**config.mk**
```make
export PLATFORM = sky130hd
export DESIGN_NAME = priority_task_list_picker
export DESIGN_NICKNAME = d
export VERILOG_FILES = /design/src/sv/ptlp_pkg.sv /design/src/sv/ptlp_ram.sv /design/src/sv/priority_task_list_picker.sv
export VERILOG_INCLUDE_DIRS = /design/src /design/src/sv
export SDC_FILE = /design/constraint.sdc
export NUM_CORES = 2
export LEC_CHECK = 0
export BUFFER_PORTS_ARGS = -buffer_cell sky130_fd_sc_hd__buf_2
export CORE_UTILIZATION = 60
export DETAILED_ROUTE_END_ITERATION = 7
export PLACE_DENSITY_LB_ADDON = 0.3
export SYNTH_ARGS = -nofsm -noshare
export SYNTH_HDL_FRONTEND = slang
export SYNTH_HIERARCHICAL = 1
export SYNTH_SLANG_ARGS = --single-unit
```
**constraint.sdc**
```tcl
create_clock -name clk_i -period 10.3 [get_ports clk_i]
set_input_delay 2.06 -clock clk_i [delete_from_list [all_inputs] [get_ports clk_i]]
set_output_delay 2.06 -clock clk_i [all_outputs]
set_load 0.005 [all_outputs]
```
**src/sv/priority_task_list_picker_macros.svh**
```systemverilog
// Assertion macros for the priority task list picker.
// Included by every module that carries concurrent assertions; no other dependencies.
`ifndef PRIORITY_TASK_LIST_PICKER_MACROS_SVH
`define PRIORITY_TASK_LIST_PICKER_MACROS_SVH

`ifndef SYNTH
// Same-cycle implication, disabled while reset is asserted.
`define PTLP_ASSERT_IMP(lbl, clk, rstn, ante, cons, msg) \
  lbl: assert property (@(posedge clk) disable iff (!rstn) (ante) |-> (cons)) else $error(msg);
// Next-cycle implication, disabled while reset is asserted.
`define PTLP_ASSERT_NXT(lbl, clk, rstn, ante, cons, msg) \
  lbl: assert property (@(posedge clk) disable iff (!rstn) (ante) |=> (cons)) else $error(msg);
`else
`define PTLP_ASSERT_IMP(lbl, clk, rstn, ante, cons, msg)
`define PTLP_ASSERT_NXT(lbl, clk, rstn, ante, cons, msg)
`endif

`endif

```
**src/sv/ptlp_pkg.sv**
```systemverilog
// Shared types, constants and helper functions for the priority task list picker.
// Used by ptlp_ram's instance in the top level and by priority_task_list_picker.
package ptlp_pkg;

  localparam int CAPACITY  = 32;
  localparam int TIME_BITS = 48;

  localparam int POS_W = $clog2(CAPACITY);
  localparam int CNT_W = $clog2(CAPACITY + 1);
  localparam int LIM_W = (CNT_W > 6) ? CNT_W : 6;

  localparam logic [5:0]  SCAN_RESET   = 6'd20;
  localparam logic [31:0] STARVE_RESET = 32'd16000000;

  typedef enum logic [1:0] {
    KIND_ENQUEUE = 2'd0,
    KIND_DEQUEUE = 2'd1,
    KIND_PICK    = 2'd2,
    KIND_REFRESH = 2'd3
  } ptlp_kind_e;

  typedef enum logic [1:0] {
    STAT_DONE    = 2'd0,
    STAT_IGNORED = 2'd1,
    STAT_FULL    = 2'd2
  } ptlp_status_e;

  typedef enum logic [0:0] {
    CFG_SCAN_LIMIT = 1'b0,
    CFG_STARVE_NS  = 1'b1
  } ptlp_cfg_e;

  typedef enum logic [2:0] {
    ST_IDLE,
    ST_SCAN,
    ST_DECIDE,
    ST_SHIFT,
    ST_FINISH
  } ptlp_state_e;

  typedef struct packed {
    ptlp_kind_e           kind;
    logic [15:0]          task_id;
    logic [TIME_BITS-1:0] vruntime;
    logic [TIME_BITS-1:0] run_start;
    logic [TIME_BITS-1:0] now;
    logic                 throttled;
    logic                 eligible;
  } ptlp_in_t;

  typedef struct packed {
    ptlp_status_e status;
    logic         picked_valid;
    logic [15:0]  picked_task;
    logic         by_starvation;
    logic [5:0]   entry_count;
  } ptlp_out_t;

  // One table entry as stored in the entry memory.
  typedef struct packed {
    logic [15:0]          task_id;
    logic [TIME_BITS-1:0] vruntime;
    logic [TIME_BITS-1:0] run_start;
  } ptlp_entry_t;

  localparam int ENTRY_W = $bits(ptlp_entry_t);

  // Wrap-aware "a is earlier than b": sign of the modulo difference.
  function automatic logic time_before(logic [TIME_BITS-1:0] a, logic [TIME_BITS-1:0] b);
    logic [TIME_BITS-1:0] diff;
    diff = a - b;
    return diff[TIME_BITS-1];
  endfunction

endpackage

```
**src/sv/ptlp_ram.sv**
```systemverilog
// Generic single-write, single-read synchronous RAM with a registered read port.
// Stand-alone; no package dependencies.
module ptlp_ram #(
  parameter int WIDTH = 8,
  parameter int DEPTH = 32
) (
  input  logic                     clk_i,
  input  logic                     we_i,
  input  logic [$clog2(DEPTH)-1:0] waddr_i,
  input  logic [WIDTH-1:0]         wdata_i,
  input  logic                     re_i,
  input  logic [$clog2(DEPTH)-1:0] raddr_i,
  output logic [WIDTH-1:0]         rdata_o
);

  logic [WIDTH-1:0] mem_q [DEPTH];

  always_ff @(posedge clk_i) begin
    if (we_i) begin
      mem_q[waddr_i] <= wdata_i;
    end
    if (re_i) begin
      rdata_o <= mem_q[raddr_i];
    end
  end

endmodule

```
**src/sv/priority_task_list_picker.sv**
```systemverilog
// Top level of the priority task list picker: control sequencer around one entry RAM.
// Depends on ptlp_pkg, ptlp_ram and priority_task_list_picker_macros.svh.
//
// Usage. One input channel carries commands (enqueue, dequeue, pick, refresh) with
// valid/stall handshaking; one output channel returns exactly one result per command.
// A transfer happens at a rising edge where valid is high and stall is low.
// The table lives in an entry RAM kept in insertion order by position, so the head of
// the list is RAM address zero. A command scans occupied positions from the head with one RAM
// read per cycle. For a command that scans n entries (n = count, or for a pick the effective
// scan limit capped at the count, zero when the command is rejected up front) the decide and
// finish steps follow its n reads and load the result into the output register. A dequeue of p
// also moves the count - p - 1 entries behind it down by one, one entry per cycle.
// The RAM read port is what sets this rate; one command is in flight at a time.
// The input stalls while a command is in flight, but a finished result sits in the
// output register, so a new command is taken while the receiver still stalls the
// previous result; the sequencer only waits at its final step if that register is full.
// Reset empties the table (count goes to zero) and restores the scan limit (20) and the
// starvation threshold (16000000). The RAM needs no clearing: only positions below the
// count are ever read. Configuration writes are taken whenever the write enable is high
// and are expected only while the block is idle.
module priority_task_list_picker (
  input  logic                  clk_i,
  input  logic                  rst_ni,
  input  logic                  in_valid_i,
  output logic                  in_stall_o,
  input  ptlp_pkg::ptlp_in_t    in_data_i,
  output logic                  out_valid_o,
  input  logic                  out_stall_i,
  output ptlp_pkg::ptlp_out_t   out_data_o,
  input  logic                  cfg_we_i,
  input  logic [0:0]            cfg_idx_i,
  input  logic [31:0]           cfg_data_i
);

`include "priority_task_list_picker_macros.svh"

  // Running best entry of a pick scan.
  typedef struct packed {
    logic [ptlp_pkg::POS_W-1:0]     pos;
    logic [15:0]                    task_id;
    logic [ptlp_pkg::TIME_BITS-1:0] key;
  } best_t;

  ptlp_pkg::ptlp_state_e state_q, state_d;
  ptlp_pkg::ptlp_in_t    item_q, item_d;
  ptlp_pkg::ptlp_out_t   res_q, res_d;
  ptlp_pkg::ptlp_out_t   out_q, out_d;
  logic                  out_valid_q, out_valid_d;

  logic [ptlp_pkg::CNT_W-1:0] count_q, count_d;
  logic [ptlp_pkg::LIM_W-1:0] idx_q, idx_d;
  logic [ptlp_pkg::LIM_W-1:0] lim_q, lim_d;
  logic                       pend_q, pend_d;
  logic [ptlp_pkg::POS_W-1:0] pend_pos_q, pend_pos_d;
  logic                       found_q, found_d;
  logic [ptlp_pkg::POS_W-1:0] found_pos_q, found_pos_d;
  best_t                      least_q, least_d;
  best_t                      oldest_q, oldest_d;

  logic [5:0]  scan_limit_q;
  logic [31:0] starve_q;

  // Entry RAM ports.
  logic                       ram_we;
  logic [ptlp_pkg::POS_W-1:0] ram_waddr;
  ptlp_pkg::ptlp_entry_t      ram_wentry;
  logic                       ram_re;
  logic [ptlp_pkg::POS_W-1:0] ram_raddr;
  logic [ptlp_pkg::ENTRY_W-1:0] ram_wdata;
  logic [ptlp_pkg::ENTRY_W-1:0] ram_rdata;
  ptlp_pkg::ptlp_entry_t      rd_entry;

  // Scan length helpers.
  logic [ptlp_pkg::LIM_W-1:0] count_ext;
  logic [ptlp_pkg::LIM_W-1:0] eff_limit;
  logic [ptlp_pkg::LIM_W-1:0] pick_lim;
  logic [ptlp_pkg::TIME_BITS-1:0] wait_time;
  logic                       enq_ok;

  assign ram_wdata = ram_wentry;
  assign rd_entry  = ram_rdata;

  ptlp_ram #(
    .WIDTH (ptlp_pkg::ENTRY_W),
    .DEPTH (ptlp_pkg::CAPACITY)
  ) u_entry_ram (
    .clk_i   (clk_i),
    .we_i    (ram_we),
    .waddr_i (ram_waddr),
    .wdata_i (ram_wdata),
    .re_i    (ram_re),
    .raddr_i (ram_raddr),
    .rdata_o (ram_rdata)
  );

  assign in_stall_o  = (state_q != ptlp_pkg::ST_IDLE);
  assign out_valid_o = out_valid_q;
  assign out_data_o  = out_q;

  // A scan limit of zero still looks at the head entry; the scan never passes the count.
  assign count_ext = ptlp_pkg::LIM_W'(count_q);
  assign eff_limit = (scan_limit_q == '0) ? ptlp_pkg::LIM_W'(1)
                                          : ptlp_pkg::LIM_W'(scan_limit_q);
  assign pick_lim  = (eff_limit < count_ext) ? eff_limit : count_ext;

  // Enqueue is only considered for an unthrottled, eligible task.
  assign enq_ok    = !item_q.throttled && item_q.eligible;
  assign wait_time = item_q.now - oldest_q.key;

  always_comb begin
    state_d     = state_q;
    item_d      = item_q;
    res_d       = res_q;
    out_d       = out_q;
    out_valid_d = out_valid_q;
    count_d     = count_q;
    idx_d       = idx_q;
    lim_d       = lim_q;
    pend_d      = pend_q;
    pend_pos_d  = pend_pos_q;
    found_d     = found_q;
    found_pos_d = found_pos_q;
    least_d     = least_q;
    oldest_d    = oldest_q;

    ram_we     = 1'b0;
    ram_waddr  = '0;
    ram_wentry = rd_entry;
    ram_re     = 1'b0;
    ram_raddr  = '0;

    // The output register empties when its transfer completes.
    if (out_valid_q && !out_stall_i) begin
      out_valid_d = 1'b0;
    end

    unique case (state_q)
      ptlp_pkg::ST_IDLE: begin
        if (in_valid_i) begin
          item_d  = in_data_i;
          idx_d   = '0;
          pend_d  = 1'b0;
          found_d = 1'b0;
          unique case (in_data_i.kind)
            ptlp_pkg::KIND_ENQUEUE: begin
              lim_d = (!in_data_i.throttled && in_data_i.eligible) ? count_ext : '0;
            end
            ptlp_pkg::KIND_DEQUEUE,
            ptlp_pkg::KIND_REFRESH: begin
              lim_d = count_ext;
            end
            ptlp_pkg::KIND_PICK: begin
              lim_d = in_data_i.throttled ? '0 : pick_lim;
            end
            default: begin
              lim_d = '0;
            end
          endcase
          state_d = ptlp_pkg::ST_SCAN;
        end
      end

      ptlp_pkg::ST_SCAN,
      ptlp_pkg::ST_SHIFT: begin
        // Issue one read per cycle; the data comes back in the next cycle.
        if (idx_q < lim_q) begin
          ram_re     = 1'b1;
          ram_raddr  = idx_q[ptlp_pkg::POS_W-1:0];
          idx_d      = idx_q + ptlp_pkg::LIM_W'(1);
          pend_d     = 1'b1;
          pend_pos_d = idx_q[ptlp_pkg::POS_W-1:0];
        end else begin
          pend_d = 1'b0;
        end

        if (pend_q) begin
          if (state_q == ptlp_pkg::ST_SCAN) begin
            if (!found_q && rd_entry.task_id == item_q.task_id) begin
              found_d     = 1'b1;
              found_pos_d = pend_pos_q;
            end
            // The head entry seeds both trackers; later entries win only when strictly
            // earlier, so ties keep the earlier position.
            if (pend_pos_q == '0) begin
              least_d  = '{pos: pend_pos_q, task_id: rd_entry.task_id,
                           key: rd_entry.vruntime};
              oldest_d = '{pos: pend_pos_q, task_id: rd_entry.task_id,
                           key: rd_entry.run_start};
            end else begin
              if (ptlp_pkg::time_before(rd_entry.vruntime, least_q.key)) begin
                least_d = '{pos: pend_pos_q, task_id: rd_entry.task_id,
                            key: rd_entry.vruntime};
              end
              if (ptlp_pkg::time_before(rd_entry.run_start, oldest_q.key)) begin
                oldest_d = '{pos: pend_pos_q, task_id: rd_entry.task_id,
                             key: rd_entry.run_start};
              end
            end
          end else begin
            // Close the gap: each entry behind the removed one moves up one position.
            ram_we     = 1'b1;
            ram_waddr  = pend_pos_q - ptlp_pkg::POS_W'(1);
            ram_wentry = rd_entry;
          end
        end

        if (idx_q >= lim_q && !pend_q) begin
          if (state_q == ptlp_pkg::ST_SCAN) begin
            state_d = ptlp_pkg::ST_DECIDE;
          end else begin
            count_d = count_q - ptlp_pkg::CNT_W'(1);
            state_d = ptlp_pkg::ST_FINISH;
          end
        end
      end

      ptlp_pkg::ST_DECIDE: begin
        res_d = '{status: ptlp_pkg::STAT_IGNORED, picked_valid: 1'b0, picked_task: '0,
                  by_starvation: 1'b0, entry_count: '0};
        state_d = ptlp_pkg::ST_FINISH;
        unique case (item_q.kind)
          ptlp_pkg::KIND_ENQUEUE: begin
            if (enq_ok && !found_q) begin
              if (count_q == ptlp_pkg::CNT_W'(ptlp_pkg::CAPACITY)) begin
                res_d.status = ptlp_pkg::STAT_FULL;
              end else begin
                ram_we     = 1'b1;
                ram_waddr  = count_q[ptlp_pkg::POS_W-1:0];
                ram_wentry = '{task_id: item_q.task_id, vruntime: item_q.vruntime,
                               run_start: item_q.run_start};
                count_d      = count_q + ptlp_pkg::CNT_W'(1);
                res_d.status = ptlp_pkg::STAT_DONE;
              end
            end
          end
          ptlp_pkg::KIND_REFRESH: begin
            if (found_q) begin
              ram_we     = 1'b1;
              ram_waddr  = found_pos_q;
              ram_wentry = '{task_id: item_q.task_id, vruntime: item_q.vruntime,
                             run_start: item_q.run_start};
              res_d.status = ptlp_pkg::STAT_DONE;
            end
          end
          ptlp_pkg::KIND_DEQUEUE: begin
            if (found_q) begin
              res_d.status = ptlp_pkg::STAT_DONE;
              if (ptlp_pkg::LIM_W'(found_pos_q) + ptlp_pkg::LIM_W'(1) < count_ext) begin
                idx_d   = ptlp_pkg::LIM_W'(found_pos_q) + ptlp_pkg::LIM_W'(1);
                lim_d   = count_ext;
                pend_d  = 1'b0;
                state_d = ptlp_pkg::ST_SHIFT;
              end else begin
                count_d = count_q - ptlp_pkg::CNT_W'(1);
              end
            end
          end
          ptlp_pkg::KIND_PICK: begin
            if (!item_q.throttled && count_q != '0) begin
              res_d.status       = ptlp_pkg::STAT_DONE;
              res_d.picked_valid = 1'b1;
              res_d.picked_task  = least_q.task_id;
              // The oldest entry overrides when it is a different entry and has waited past the threshold.
              if (oldest_q.pos != least_q.pos &&
                  wait_time > ptlp_pkg::TIME_BITS'(starve_q)) begin
                res_d.picked_task   = oldest_q.task_id;
                res_d.by_starvation = 1'b1;
              end
            end
          end
          default: begin
          end
        endcase
      end

      ptlp_pkg::ST_FINISH: begin
        if (!out_valid_q || !out_stall_i) begin
          out_d             = res_q;
          out_d.entry_count = 6'(count_q);
          out_valid_d       = 1'b1;
          state_d           = ptlp_pkg::ST_IDLE;
        end
      end

      default: begin
        state_d = ptlp_pkg::ST_IDLE;
      end
    endcase
  end

  // Control state.
  always_ff @(posedge clk_i or negedge rst_ni) begin
    if (!rst_ni) begin
      state_q      <= ptlp_pkg::ST_IDLE;
      out_valid_q  <= 1'b0;
      count_q      <= '0;
      idx_q        <= '0;
      lim_q        <= '0;
      pend_q       <= 1'b0;
      found_q      <= 1'b0;
      scan_limit_q <= ptlp_pkg::SCAN_RESET;
      starve_q     <= ptlp_pkg::STARVE_RESET;
    end else begin
      state_q     <= state_d;
      out_valid_q <= out_valid_d;
      count_q     <= count_d;
      idx_q       <= idx_d;
      lim_q       <= lim_d;
      pend_q      <= pend_d;
      found_q     <= found_d;
      if (cfg_we_i) begin
        if (cfg_idx_i == ptlp_pkg::CFG_SCAN_LIMIT) begin
          scan_limit_q <= cfg_data_i[5:0];
        end else begin
          starve_q <= cfg_data_i;
        end
      end
    end
  end

  // Payload registers.
  always_ff @(posedge clk_i) begin
    item_q      <= item_d;
    res_q       <= res_d;
    out_q       <= out_d;
    pend_pos_q  <= pend_pos_d;
    found_pos_q <= found_pos_d;
    least_q     <= least_d;
    oldest_q    <= oldest_d;
  end

  `PTLP_ASSERT_IMP(a_count_range, clk_i, rst_ni, 1'b1, count_q <= ptlp_pkg::CNT_W'(ptlp_pkg::CAPACITY), "entry count exceeds capacity")
  `PTLP_ASSERT_IMP(a_write_in_table, clk_i, rst_ni, ram_we, ptlp_pkg::LIM_W'(ram_waddr) <= count_ext, "entry RAM written beyond the occupied table")
  `PTLP_ASSERT_NXT(a_count_idle, clk_i, rst_ni, state_q == ptlp_pkg::ST_IDLE, $stable(count_q), "entry count changed outside a command")
  `PTLP_ASSERT_IMP(a_read_in_scan, clk_i, rst_ni, pend_q, state_q == ptlp_pkg::ST_SCAN || state_q == ptlp_pkg::ST_SHIFT, "RAM read data pending outside a scan")
  `PTLP_ASSERT_IMP(a_pick_done, clk_i, rst_ni, out_valid_q && out_q.picked_valid, out_q.status == ptlp_pkg::STAT_DONE, "picked task reported without done status")

endmodule

```
==> run metrics <==
Max Slew Vio Count 0; endpoints failing setup 0; HPWL Detailed 222 mm; worst-case clock buffer depth 4; depth of the CTS H-tree 5; post-synth cell types 93; GPL Wtd Cong 0.886; Slew headroom 14.1%; Synth Net Count 8833; Initial Utilization 60.4%; Max-Cap Viols 0; maximum vdd drop 0.000298 V; DRT antenna net count 0; largest net degree at the start of global routing 142; drt pass-1 iters 7; Via-to-Cell Ratio 6.99; cell area after synthesis 162000 sq um; Worst Tran Pin Value 1.29 ns; Die Y 522 microns; Sw Pwr 14.1 mW; Gate Count Post-Synth 8433; clock sinks 4116; CP max stage delay 0.81 ns; RSZ-0062 raised after global routing no; drt first-iter violations 12900; Overall Global Routing Usage 32.4%; cell internal pwr 33.4 mW; family with the most delay on the worst path simple AND/OR/NAND/NOR gates; cell area power density 263 nW/um^2; placed cells 11900; Worst-path clk slew 0.06 ns; Worst setup EP type flip-flop; initial antenna violation count 23; worst skew pair latency 0.98 ns; setup TNS 0 ns; io pins 230; Rows 190; Clk pwr share 30.1%; Pleak 56.8 nW; Crit-path slowest cell buf_4; ys flop type edfxtp_1; die width 522 microns; Final Hold Vio Count 0; hold buffers post-CTS 0; Logic pwr share 21.4%; vias in the first global route 86600; vias post-DR 88700; CTS tree done; Worst EP required 11.09 ns; YS warnings 6; Seq cells post-synth 4116; Critical Path, Cell by Cell ha_1 > a21oi_1 > nor2b_1 > o21ai_0 > o211ai_1 > nor2_4 > buf_12 > and2_4 > nor2b_4 > buf_4 > and2_4 > buf_4 > a22oi_1 > nand4_1; Core Area 268000 sq um; sequential area share after synthesis 76.1%; Area growth, synth to finish 11.3%; setup bufs post-CTS 0; EDFF count, synth 4054; status finished, final reports clean; PnR Total Power 47.5 mW; first-pass GRT wire length 623 mm; fraction of registers with async set/reset 1.51%; post-layout min period 6.10 ns; Post-route DRC 0; Syn Area/Cell 19.2 sq um; nets 9190; Avg WL per Cell 35.0 microns; sequential share of power 48.5%; switching share of power 29.7%; fraction of layout cells with a size suffix above 1 17.1%; GR Overflow Total 0; hold crit path type reg2reg; Tcrit/Tclk final 59.2%; die area 272000 sq um; Post-Layout Cell Count 12700; final WL 444 mm; kind of critical path reg2reg; Post-CTS Resized 0; Num CTS Buffers 404; startpoint types flip-flop; clock skew 0.0888 ns; CP arrival 6.88 ns; CP bufs+invs 3; f_max 164 MHz; CTS root buffer clkbuf_16; I/O Buffers 229; maximum fanout along the worst path 88
[layout by cell type (no fill, tap or decap), types with 11 or more instances in the layout]
master / Yosys / final
xnor2_1: 48 / 48
nor3_1: 44 / 40
nand2b_1: 22 / 22
a22o_1: 175 / 175
nor2b_1: 32 / 20
and3_1: 29 / 27
nand4_1: 87 / 87
a21o_1: 41 / 41
bufinv_16: 0 / 28
o211ai_1: 16 / 16
and2_1: 23 / 16
a32oi_1: 27 / 27
nor2_1: 120 / 76
o21ai_0: 81 / 81
mux4_2: 448 / 448
ha_1: 197 / 197
mux2i_1: 900 / 900
dfrtp_1: 53 / 53
a31oi_1: 73 / 73
or4_1: 19 / 19
a22oi_1: 596 / 596
clkinv_1: 2 / 94
clkbuf_16: 0 / 408
nand3_1: 276 / 276
buf_4: 44 / 132
xor2_1: 21 / 21
buf_2: 139 / 229
clkinv_2: 0 / 89
nor2_4: 0 / 39
edfxtp_1: 4054 / 4054
buf_12: 0 / 35
nand2_1: 111 / 111
a21oi_1: 123 / 122
o21a_1: 11 / 11
inv_1: 165 / 165
clkbuf_1: 198 / 80
mux2_2: 38 / 38
[power by group through the flow]
stage	logic (mW)	registers [mW]	clock network (mW)
global placement	9.60	23.3	0
finish	10.2	23.0	14.3
CTS	10.0	23.0	14.4
detailed placement	9.98	23.3	0
floorplan	7.04	22.7	0
global route	10.8	23.1	15.0
[cells in the mapped netlist (all sizes together), types with 20 or more instances]
library cell,n,share of area (%)
and3,30,0.12
dfrtp,53,0.82
xor2,21,0.11
nand2b,22,0.085
nand2,111,0.26
a21o,42,0.20
ha,197,1.5
edfxtp,4054,75
mux2,38,0.26
a31oi,73,0.28
nor2,120,0.28
and2,26,0.10
clkbuf,204,0.48
nand4,89,0.36
xnor2,48,0.26
buf,238,0.87
nand3,276,0.85
a22o,175,0.95
nor2b,32,0.12
a21oi,124,0.39
a22oi,597,2.8
o21ai,88,0.27
or4,20,0.095
mux4,448,6.2
mux2i,900,5.6
a32oi,27,0.15
inv,165,0.38
nor3,48,0.17
[path summary, 6_finish.rpt]
path	from	endpoint	slack [ns]	cells past startpoint
max in group asynchronous	rst_ni	lim_q[3]	8.44	2
worst max-delay path	idx_q[3]	u_entry_ram/rdata_o[13]	4.20	14
worst min register to register	res_q[23]	out_data_o[23]	0.42	0
worst max register to register	idx_q[3]	u_entry_ram/rdata_o[13]	4.20	14
worst min-delay path	res_q[23]	out_data_o[23]	0.42	0
min in group asynchronous	rst_ni	starve_q[2]	1.30	2
[layer usage]
layer	up-vias	share of wire, %	global-route usage, %
met5	-	0.043	0
met4	28	4.9	13.9
met3	1172	13	7.03
met2	6554	46	50.5
met1	45500	36	44.7
li1	35500	-	-
[sequential cells by signal, summed over array words and instances (netlist names), 6 cells and up]
| name | cells |
|---|---|
| out_data_o | 26 |
| item_q | 164 |
| oldest_q | 69 |
| starve_q | 32 |
| scan_limit_q | 6 |
| lim_q | 6 |
| least_q | 69 |
| u_entry_ram/mem_q | 3584 |
| u_entry_ram/rdata_o | 112 |
| count_ext | 6 |
| res_q | 20 |
| idx_q | 6 |
[cell families (layout without fill, tap and decap cells)]
kind of cell	count (synthesis)	in the layout	synth area share, %
xor gates and xnor gates	69	69	0.373
and+or+nand+nor	812	812	2.64
adders and majority gates	198	198	1.53
AOI/OAI and AO/OA	1240	1240	5.59
DFF	4116	4116	76.1
other	0	6	0
buffers and inverters	612	1304	1.76
muxes	1386	1386	12.0
[cell type report]
class                           instances  area [sq um]
Clock buffer                          490         10500
Timing Repair Buffer                  396          2840
Clock inverter                        251          2240
Multi-Input combinational cell       3705         36400
Fill cell                           16600         87900
Antenna cell                            6          15.0
Inverter                              167           627
Tap cell                             3552          4440
Sequential cell                      4116        123000
[stage by stage]
stage          setup slack (ns)  hold WS, ns  instance area, sq um  util [%]
2_1_floorplan              1.96        0.400                162000         -
3_3_place_gp               4.29        0.405                168000      62.5
3_5_place_dp               4.36        0.407                168000      62.5
4_1_cts                    4.35        0.426                180000      67.2
5_1_grt                    4.06        0.430                180000      67.2
6_report                   4.20        0.423                180000      67.2
(Power assumes the default switching activity.)
